<file path="config.mk">
export PLATFORM = sky130hd
export DESIGN_NAME = qmi_cmd_fifo
export DESIGN_NICKNAME = d
export VERILOG_FILES = /design/src/design/qmi_pkg.sv /design/src/design/qmi_cmd_fifo.sv
export SDC_FILE = /design/constraint.sdc
export NUM_CORES = 1
export LEC_CHECK = 0
export BUFFER_PORTS_ARGS = -buffer_cell sky130_fd_sc_hd__buf_2
export CELL_PAD_IN_SITES_DETAIL_PLACEMENT = 2
export CELL_PAD_IN_SITES_GLOBAL_PLACEMENT = 2
export CORE_MARGIN = 5
export CORE_UTILIZATION = 35
export CTS_CLUSTER_SIZE = 20
export DETAILED_ROUTE_END_ITERATION = 8
export PLACE_DENSITY = 0.76
export SLEW_MARGIN = 15
export SYNTH_ARGS = -nofsm -noshare
export SYNTH_HDL_FRONTEND = slang
export SYNTH_SLANG_ARGS = --single-unit
</file>
<file path="constraint.sdc">
create_clock -name clk_i -period 6.5 [get_ports clk_i]
set_input_delay 1.95 -clock clk_i [delete_from_list [all_inputs] [get_ports clk_i]]
set_output_delay 1.95 -clock clk_i [all_outputs]
set_load 0.1 [all_outputs]
</file>
<file path="src/design/qmi_pkg.sv">
// Package for the queue with middle insertion: action and status codes,
// the command kind and the command record passed from front to back.
// No dependencies.
package qmi_pkg;

  // Action codes on the input tuser
  localparam logic [1:0] ACT_APPEND = 2'd0;
  localparam logic [1:0] ACT_POP    = 2'd1;
  localparam logic [1:0] ACT_INSERT = 2'd2;

  // Status codes on the output tuser
  localparam logic [1:0] STAT_OK    = 2'd0;
  localparam logic [1:0] STAT_EMPTY = 2'd1;
  localparam logic [1:0] STAT_FULL  = 2'd2;

  localparam int unsigned ValueW = 32;
  localparam int unsigned OccW   = 11;

  typedef enum logic [1:0] {
    CMD_APPEND,
    CMD_POP,
    CMD_INSERT,
    CMD_NOP
  } cmd_kind_e;

  typedef struct packed {
    cmd_kind_e                 kind;
    logic signed [ValueW-1:0]  value;
  } cmd_t;

endpackage

</file>
<file path="src/design/qmi_cmd_fifo.sv">
// Two-entry command queue between the front end and the back end.
// Depends on qmi_pkg.
module qmi_cmd_fifo
  import qmi_pkg::*;
(
  input  logic clk_i,
  input  logic rst_ni,
  input  logic push_i,
  input  cmd_t cmd_i,
  output logic full_o,
  input  logic pop_i,
  output logic valid_o,
  output cmd_t cmd_o
);

  cmd_t       slot_q [2];
  logic       wr_ptr_q, wr_ptr_d;
  logic       rd_ptr_q, rd_ptr_d;
  logic [1:0] cnt_q, cnt_d;

  assign full_o  = (cnt_q == 2'd2);
  assign valid_o = (cnt_q != 2'd0);
  assign cmd_o   = slot_q[rd_ptr_q];

  // Advance pointers and count
  always_comb begin
    wr_ptr_d = push_i ? ~wr_ptr_q : wr_ptr_q;
    rd_ptr_d = pop_i  ? ~rd_ptr_q : rd_ptr_q;
    cnt_d    = cnt_q;
    if (push_i && !pop_i) begin
      cnt_d = cnt_q + 2'd1;
    end else if (pop_i && !push_i) begin
      cnt_d = cnt_q - 2'd1;
    end
  end

  always_ff @(posedge clk_i or negedge rst_ni) begin
    if (!rst_ni) begin
      wr_ptr_q <= 1'b0;
      rd_ptr_q <= 1'b0;
      cnt_q    <= 2'd0;
    end else begin
      wr_ptr_q <= wr_ptr_d;
      rd_ptr_q <= rd_ptr_d;
      cnt_q    <= cnt_d;
    end
  end

  // Store the incoming command
  always_ff @(posedge clk_i) begin
    if (push_i) begin
      slot_q[wr_ptr_q] <= cmd_i;
    end
  end

endmodule

</file>
==> results by group, run 1 <==
Outcome
  • Status: finished clean

Clock tree
  • H-Tree Depth: 3
  • PostCTS Resize Cnt: 0
  • CTS tree: built
  • Clock sinks: 72
  • Worst-path clk slew: 0.07 ns
  • Clock Tree Buf Depth: 2
  • CTS Hold Bufs: 0
  • Root Driver: clkbuf_8
  • Post-CTS Setup Inserts: 0
  • Number of CTS-inserted buffers: 9
  • Worst skew pair latency: 0.33 ns

STA
  • Sum of negative setup slack: 0 ns
  • Fin. Hold Viols: 0
  • Final period util: 0.634
  • RSZ-0062 raised after global routing: no
  • Final Slew Violations: 0
  • Tightest Pin Transition: 1.09 ns
  • Final setup violation count: 0
  • Worst Slack Setup Final: 2.38 ns
  • Final Skew: 0.00741 ns
  • Final hold slack: 0.515 ns
  • Fin crit period: 4.12 ns
  • Relative slew slack: 0.275
  • FMAX: 0.243 GHz

Global routing
  • Global-route wire length before repair: 8560 µm
  • Largest net degree at the start of global routing: 36
  • GRT overflow: 0
  • Gr usage total: 0.115
  • Vias in the first global route: 1557
  • Initial antenna violation count: 0

Logic synthesis
  • Synth warn: 0
  • Cell Area, Synth: 2790 µm²
  • Synthesized flop and latch total: 72
  • Top cell type's share of synthesized area: 0.731
  • Synth area leaders: edfxtp_1 (73%), mux2_4 (16%), dfrtp_1 (3.6%)
  • Synth cell count leaders: edfxtp_1 (68), mux2_4 (29), mux2_2 (5)
  • Post-synthesis sequential area ratio: 0.767
  • Cell with the most instances after synthesis: edfxtp_1
  • Syn_area_per_cell: 22.9 µm²
  • Commonest register cell after synthesis: edfxtp_1
  • Distinct cells, synth: 14
  • Synth area leader: edfxtp_1
  • Asr flop ratio synth: 0.0556
  • Number of synthesized flops with an enable pin: 68
  • Cells after Synth: 122
  • Syn_nets: 161

Layout
  • Synthesis-to-layout area growth: 22.1%
  • Nets: 241
  • Ant diodes: 0
  • Share of layout cells above drive strength 1: 0.607

Die
  • Row count: 32
  • Die X-Extent: 99.3 µm
  • Starting Density: 0.360
  • Die area: 9870 µm²
  • Ports: 74
  • Die H: 99.3 µm
  • Core ar.: 7770 µm²

Route
  • Via-to-Cell Ratio: 4.45
  • First-iteration detailed-routing DRC count: 52
  • Residual DRC: 0
  • Final antenna-violating net count: 0
  • Pre-antenna DRT Iters: 4
  • Via count: 1372
  • Final WL: 5420 µm
  • Wire length per cell: 17.6 µm

Place
  • Hpwl dp: 3790 µm
  • Final RePlAce weighted congestion: 0.640
  • Dpl ws: 2.69 ns
  • Quantity of I/O buffers inserted on ports: 73

Setup path
  • CP endpoint kind: output port
  • Critical path type: flip-flop to output port
  • Worst-path fanout max: 35
  • CP arrival: 2.17 ns
  • Setup crit start kind: flip-flop
  • Crit path required time: 4.55 ns

Job
  • Maxcap violations: 0

Min path
  • HP Class: flip-flop to flip-flop
flip-flops by register name, summed over array words and instances, names as in the netlist:
signal,count
slot_q,68
wr_ptr_q,1
rd_ptr_q,1
cnt_q,2
cells in the final DEF, fill, tap and decap left out:
master,count
clkinv_2,1
and2_2,1
inv_1,1
buf_2,73
dfrtp_2,1
dfrtp_1,3
mux2_4,29
or2_2,1
clkinv_1,1
bufinv_16,1
xor2_1,4
nor2_1,1
clkbuf_8,9
nor2b_4,1
nor2b_1,1
ha_1,1
clkinvlp_4,3
edfxtp_1,68
xnor2_1,1
mux2_2,5
critical path, cell delays in order (launching register included):
cell     delay (ns)
dfrtp_2        1.08
mux2_4         0.31
buf_2          0.42
stage by stage:
step / utilization / area, µm² / instances
after floorplan: - / 2790 / 122
after global placement: 0.415 / 3230 / 293
after detailed placement: 0.415 / 3230 / 293
after CTS: 0.439 / 3410 / 308
after global routing: 0.439 / 3410 / 308
final: 0.439 / 3410 / 308
logic make-up after synthesis:
family / count (synthesis) / share of synthesized area
flip-flops: 72 / 0.767
multiplexers: 34 / 0.176
XOR/XNOR: 5 / 0.0157
buffers and inverters: 5 / 0.0269
AND/OR/NAND/NOR: 5 / 0.0103
adder cells (fa/ha/maj): 1 / 0.00448
layer usage:
metal  wire (µm)  vias to the layer above  GRT usage
met5           0                        -          0
met2        2740                       56      0.188
met4          97                        0     0.0567
li1            -                      630          -
met1        2110                      675      0.130
met3         472                       11     0.0484
area by class of cell:
type,count,area (µm²)
Sequential cell,72,2140
Tap cell,102,128
Multi-Input combinational cell,45,586
Inverter,1,3.75
Fill cell,772,4360
Clock inverter,6,61.3
Timing Repair Buffer,73,365
Clock buffer,9,124
path summary, 6_finish.rpt:
check                      cells past startpoint     start             to  slack (ns)
min reg2reg                                    1  cnt_q[1]       cnt_q[1]        0.52
min                                            1  cnt_q[1]       cnt_q[1]        0.52
min in group asynchronous                      1    rst_ni       cnt_q[0]        1.42
max in group asynchronous                      1    rst_ni       rd_ptr_q        4.95
max                                            2  rd_ptr_q       cmd_o[5]        2.38
max reg2reg                                    1  wr_ptr_q  slot_q[0][32]        4.87
Power of run 1 is not shown: default switching activity piles up to over one toggle a cycle in this logic, so the estimate is an artifact.
==> run 2: changes to the inputs <==
--- a/config.mk
+++ b/config.mk
@@ -9,10 +9,10 @@
 export CELL_PAD_IN_SITES_DETAIL_PLACEMENT = 2
 export CELL_PAD_IN_SITES_GLOBAL_PLACEMENT = 2
 export CORE_MARGIN = 5
-export CORE_UTILIZATION = 35
+export CORE_UTILIZATION = 34
 export CTS_CLUSTER_SIZE = 20
 export DETAILED_ROUTE_END_ITERATION = 8
-export PLACE_DENSITY = 0.76
+export PLACE_DENSITY = 0.77
 export SLEW_MARGIN = 15
 export SYNTH_ARGS = -nofsm -noshare
 export SYNTH_HDL_FRONTEND = slang
==> constraint.sdc (replaced) <==
create_clock -name clk_i -period 3.41 [get_ports clk_i]
set_input_delay 1.023 -clock clk_i [delete_from_list [all_inputs] [get_ports clk_i]]
set_output_delay 1.023 -clock clk_i [all_outputs]
set_load 0.1 [all_outputs]
==> results by group, run 2 (synthesis gave the netlist of run 1 again) <==
Layout
  • Top reg by flops: slot_q
  • Synthesis-to-layout area growth: 22.4%
  • Commonest cells after routing, fill and taps aside: buf_2 (73), edfxtp_1 (68), mux2_4 (29)
  • Largest register FFs: 68
  • Share of layout cells above drive strength 1: 0.603
  • Fill cell count: 810
  • Most common cell after layout, fill and taps aside: buf_2
  • Largest registers: slot_q (68), cnt_q (2)
  • Nets: 243

Die
  • Die H: 101 µm
  • Die X-Extent: 101 µm
  • Row count: 33
  • Core ar.: 8090 µm²
  • Die area: 10100 µm²
  • Starting Density: 0.345
  • Ports: 74

Global routing
  • Global-route wire length before repair: 8380 µm
  • Gr usage total: 0.112
  • Initial antenna violation count: 0
  • GRT overflow: 0
  • Largest net degree at the start of global routing: 35
  • Vias in the first global route: 1492

Clock tree
  • Worst-path clk slew: 0.07 ns
  • CTS tree: built
  • H-Tree Depth: 3
  • Clock Tree Buf Depth: 2
  • PostCTS Resize Cnt: 0
  • Root Driver: clkbuf_8
  • Worst skew pair latency: 0.33 ns
  • Number of CTS-inserted buffers: 9
  • Clock sinks: 72
  • Post-CTS Setup Inserts: 0
  • CTS Hold Bufs: 0

STA
  • Final setup violation count: 0
  • Relative slew slack: 0.437
  • Final Slew Violations: 0
  • Final period util: 0.848
  • RSZ-0062 raised after global routing: no
  • Fin crit period: 2.89 ns
  • Sum of negative setup slack: 0 ns
  • FMAX: 0.346 GHz
  • Final Skew: 0.00936 ns
  • Fin. Hold Viols: 0
  • Tightest Pin Transition: 0.845 ns

Route
  • Routed met2 length: 2720 µm
  • Pre-antenna DRT Iters: 3
  • WL met1: 2260 µm
  • First-iteration detailed-routing DRC count: 27
  • Residual DRC: 0
  • Final antenna-violating net count: 0
  • WL met3: 356 µm
  • Final WL: 5420 µm
  • Wire length per cell: 17.2 µm
  • Via count: 1372
  • Top Layer Used: met4
  • Via-to-Cell Ratio: 4.36

Min path
  • HP Class: flip-flop to flip-flop

Setup path
  • CP cell instances: buf_12, mux2_2, buf_2
  • CP endpoint kind: output port
  • Worst Path Buf+Inv: 2
  • CP arrival: 1.87 ns
  • Crit path required time: 2.39 ns
  • Reg-to-reg setup timing slack: 1.87 ns
  • Critical path type: flip-flop to output port
  • Setup crit start kind: flip-flop
  • CP max stage cell: dfrtp_2
  • Kind of cell adding the most delay to the critical path: flip-flops
  • CP peak stage delay: 0.59 ns
  • Worst-path fanout max: 25

Outcome
  • Status: finished clean

Place
  • Hpwl dp: 3920 µm
  • Final RePlAce weighted congestion: 0.631
  • Quantity of I/O buffers inserted on ports: 73

Job
  • Maxcap violations: 0
## run 2: path summary, 6_finish.rpt
check                          endpoint     start  depth (start not counted)
min                            cnt_q[1]  cnt_q[1]                          1
max                           cmd_o[27]  rd_ptr_q                          3
min in group asynchronous      cnt_q[1]    rst_ni                          1
min reg2reg                    cnt_q[1]  cnt_q[1]                          1
max reg2reg                slot_q[1][9]  wr_ptr_q                          1
max in group asynchronous      rd_ptr_q    rst_ni                          1
## run 2: area by class of cell
class	instances	area [µm²]	share of cell area
Antenna cell	1	2.50	0.000732
Clock buffer	9	124	0.0362
Clock inverter	7	37.5	0.0110
Inverter	1	3.75	0.00110
Multi-Input combinational cell	45	586	0.171
Sequential cell	72	2140	0.627
Tap cell	105	131	0.0384
Timing Repair Buffer	75	393	0.115
## run 2: routing by layer
metal	GRT usage	up-vias
li1	-	633
met1	0.144	684
met2	0.174	47
met3	0.0325	8
met4	0.0560	0
met5	0	-
## run 2: metrics by stage
stage               setup slack [ns]  hold WS, ns  instances  utilization  area [µm²]
finish                         0.520        0.481        315        0.423        3420
CTS                            0.471        0.480        314        0.422        3420
floorplan                      0.425        0.447        122            -        2790
detailed placement             0.846        0.470        298        0.402        3260
global placement               0.889        0.464        298        0.402        3260
global route                   0.426        0.478        314        0.422        3420
Power of run 2 is left out for the same reason.
==> run 3: changes to the inputs <==
--- a/config.mk
+++ b/config.mk
@@ -9,10 +9,10 @@
 export CELL_PAD_IN_SITES_DETAIL_PLACEMENT = 2
 export CELL_PAD_IN_SITES_GLOBAL_PLACEMENT = 2
 export CORE_MARGIN = 5
-export CORE_UTILIZATION = 34
+export CORE_UTILIZATION = 35
 export CTS_CLUSTER_SIZE = 20
 export DETAILED_ROUTE_END_ITERATION = 8
-export PLACE_DENSITY = 0.77
+export PLACE_DENSITY = 0.76
 export SLEW_MARGIN = 15
 export SYNTH_ARGS = -nofsm -noshare
 export SYNTH_HDL_FRONTEND = slang
==> constraint.sdc (replaced) <==
create_clock -name clk_i -period 2.7 [get_ports clk_i]
set_input_delay 0.81 -clock clk_i [delete_from_list [all_inputs] [get_ports clk_i]]
set_output_delay 0.81 -clock clk_i [all_outputs]
set_load 0.1 [all_outputs]
==> results by group, run 3 (synthesis gave the netlist of run 1 again) <==
Die
  • Starting Density: 0.360
  • Die H: 99.3 µm
  • Core ar.: 7770 µm²
  • Die area: 9870 µm²
  • Die X-Extent: 99.3 µm
  • Row count: 32
  • Ports: 74

Layout
  • Final non-filler cell total: 313
  • Share of layout cells above drive strength 1: 0.621
  • Synthesis-to-layout area growth: 26.4%
  • Ant diodes: 0
  • Largest registers: slot_q (68), cnt_q (2)
  • Commonest cells after routing, fill and taps aside: buf_2 (73), edfxtp_1 (68), mux2_4 (29)
  • Most common cell after layout, fill and taps aside: buf_2
  • Nets: 245
  • Largest register FFs: 68
  • Post-layout util: 0.455
  • Top reg by flops: slot_q

Place
  • Quantity of I/O buffers inserted on ports: 73
  • Placed Instances: 297
  • Final RePlAce weighted congestion: 0.641
  • Hpwl dp: 3960 µm

Route
  • Pre-antenna DRT Iters: 4
  • Via-to-Cell Ratio: 4.42
  • WL met3: 398 µm
  • Residual DRC: 0
  • WL met1: 2250 µm
  • First-iteration detailed-routing DRC count: 51
  • Final WL: 5570 µm
  • Wire length per cell: 17.8 µm
  • Routed met2 length: 2820 µm
  • Via count: 1384
  • Final antenna-violating net count: 0
  • Top Layer Used: met4

Min path
  • HP Class: input pin to async pin

Clock tree
  • CTS tree: built
  • Post-CTS Setup Inserts: 0
  • Root Driver: clkbuf_8
  • H-Tree Depth: 3
  • Clock sinks: 72
  • Worst-path clk slew: 0.07 ns
  • CTS Hold Bufs: 0
  • PostCTS Resize Cnt: 0
  • Worst skew pair latency: 0.34 ns
  • Number of CTS-inserted buffers: 9
  • Clock Tree Buf Depth: 2

STA
  • Sum of negative setup slack: 0 ns
  • Tightest Pin Transition: 0.501 ns
  • Relative slew slack: 0.668
  • Fin. Hold Viols: 0
  • Fin crit period: 2.56 ns
  • Final Slew Violations: 0
  • Final setup violation count: 0
  • FMAX: 0.391 GHz
  • RSZ-0062 raised after global routing: no
  • Final period util: 0.948
  • Final Skew: 0.00622 ns

Setup path
  • CP peak stage delay: 0.57 ns
  • Critical path type: flip-flop to output port
  • Reg-to-reg setup timing slack: 1.33 ns
  • CP max stage cell: dfrtp_2
  • Crit path required time: 1.89 ns
  • Kind of cell adding the most delay to the critical path: flip-flops
  • Worst-path fanout max: 13
  • CP cell instances: buf_12, mux2_4, buf_2
  • CP endpoint kind: output port
  • Worst r2r src: wr_ptr_q
  • Setup crit start kind: flip-flop
  • Worst Path Buf+Inv: 2
  • CP arrival: 1.75 ns
  • Reg-to-Reg End: slot_q[1][26]
  • Cell count along the critical path: 3
  • Worst r2r path cells: 2

Global routing
  • Largest net degree at the start of global routing: 24
  • Global-route wire length before repair: 8490 µm
  • Gr usage total: 0.118
  • GRT overflow: 0
  • Vias in the first global route: 1610
  • Initial antenna violation count: 0

Outcome
  • Status: finished clean

Job
  • Maxcap violations: 0
run 3: cell count changes in the layout (fill, tap and decap cells not counted), moves of 2 or more:
cell | before | now
inv_6 | 1 | 3
bufinv_16 | 0 | 2
buf_12 | 1 | 4
clkinv_1 | 3 | 0
clkinv_2 | 2 | 0
run 3: how the worst max path moves through the flow:
stage / slack, ns / to / from
after global routing: 0.07 / cmd_o[24] / rd_ptr_q
after floorplan: 0.14 / full_o / cnt_q[0]
after detailed placement: 0.47 / cmd_o[24] / rd_ptr_q
final: 0.14 / cmd_o[24] / rd_ptr_q
after global placement: 0.50 / cmd_o[24] / rd_ptr_q
after CTS: 0.09 / cmd_o[24] / rd_ptr_q
run 3: worst reg2reg max path, delay by kind of cell, from the launching register on:
family	cells	cell delay [ns]
buffers and inverters	1	0.24
DFF	1	0.42
and+or+nand+nor	1	0.40
run 3: layer usage:
layer	vias up	global-route usage
met5	-	0
met4	0	0.0599
met3	11	0.0393
met2	58	0.198
met1	676	0.132
li1	639	-
run 3: final cells by class:
class,count,area [µm²]
inverters,1,3.75
repair buffers,77,445
well taps,102,128
clock inverters,7,103
multi-input cells,45,586
flip-flops and latches,72,2140
clock buffers,9,124
fillers,751,4240
run 3: metrics by stage:
stage / hold slack (ns) / worst slack [ns] / area, µm²
after floorplan: 0.447 / 0.141 / 2800
after global placement: 0.475 / 0.496 / 3310
after global routing: 0.245 / 0.0684 / 3530
final: 0.261 / 0.141 / 3530
after CTS: 0.245 / 0.0931 / 3530
after detailed placement: 0.496 / 0.473 / 3310
Power of run 3 is left out for the same reason.
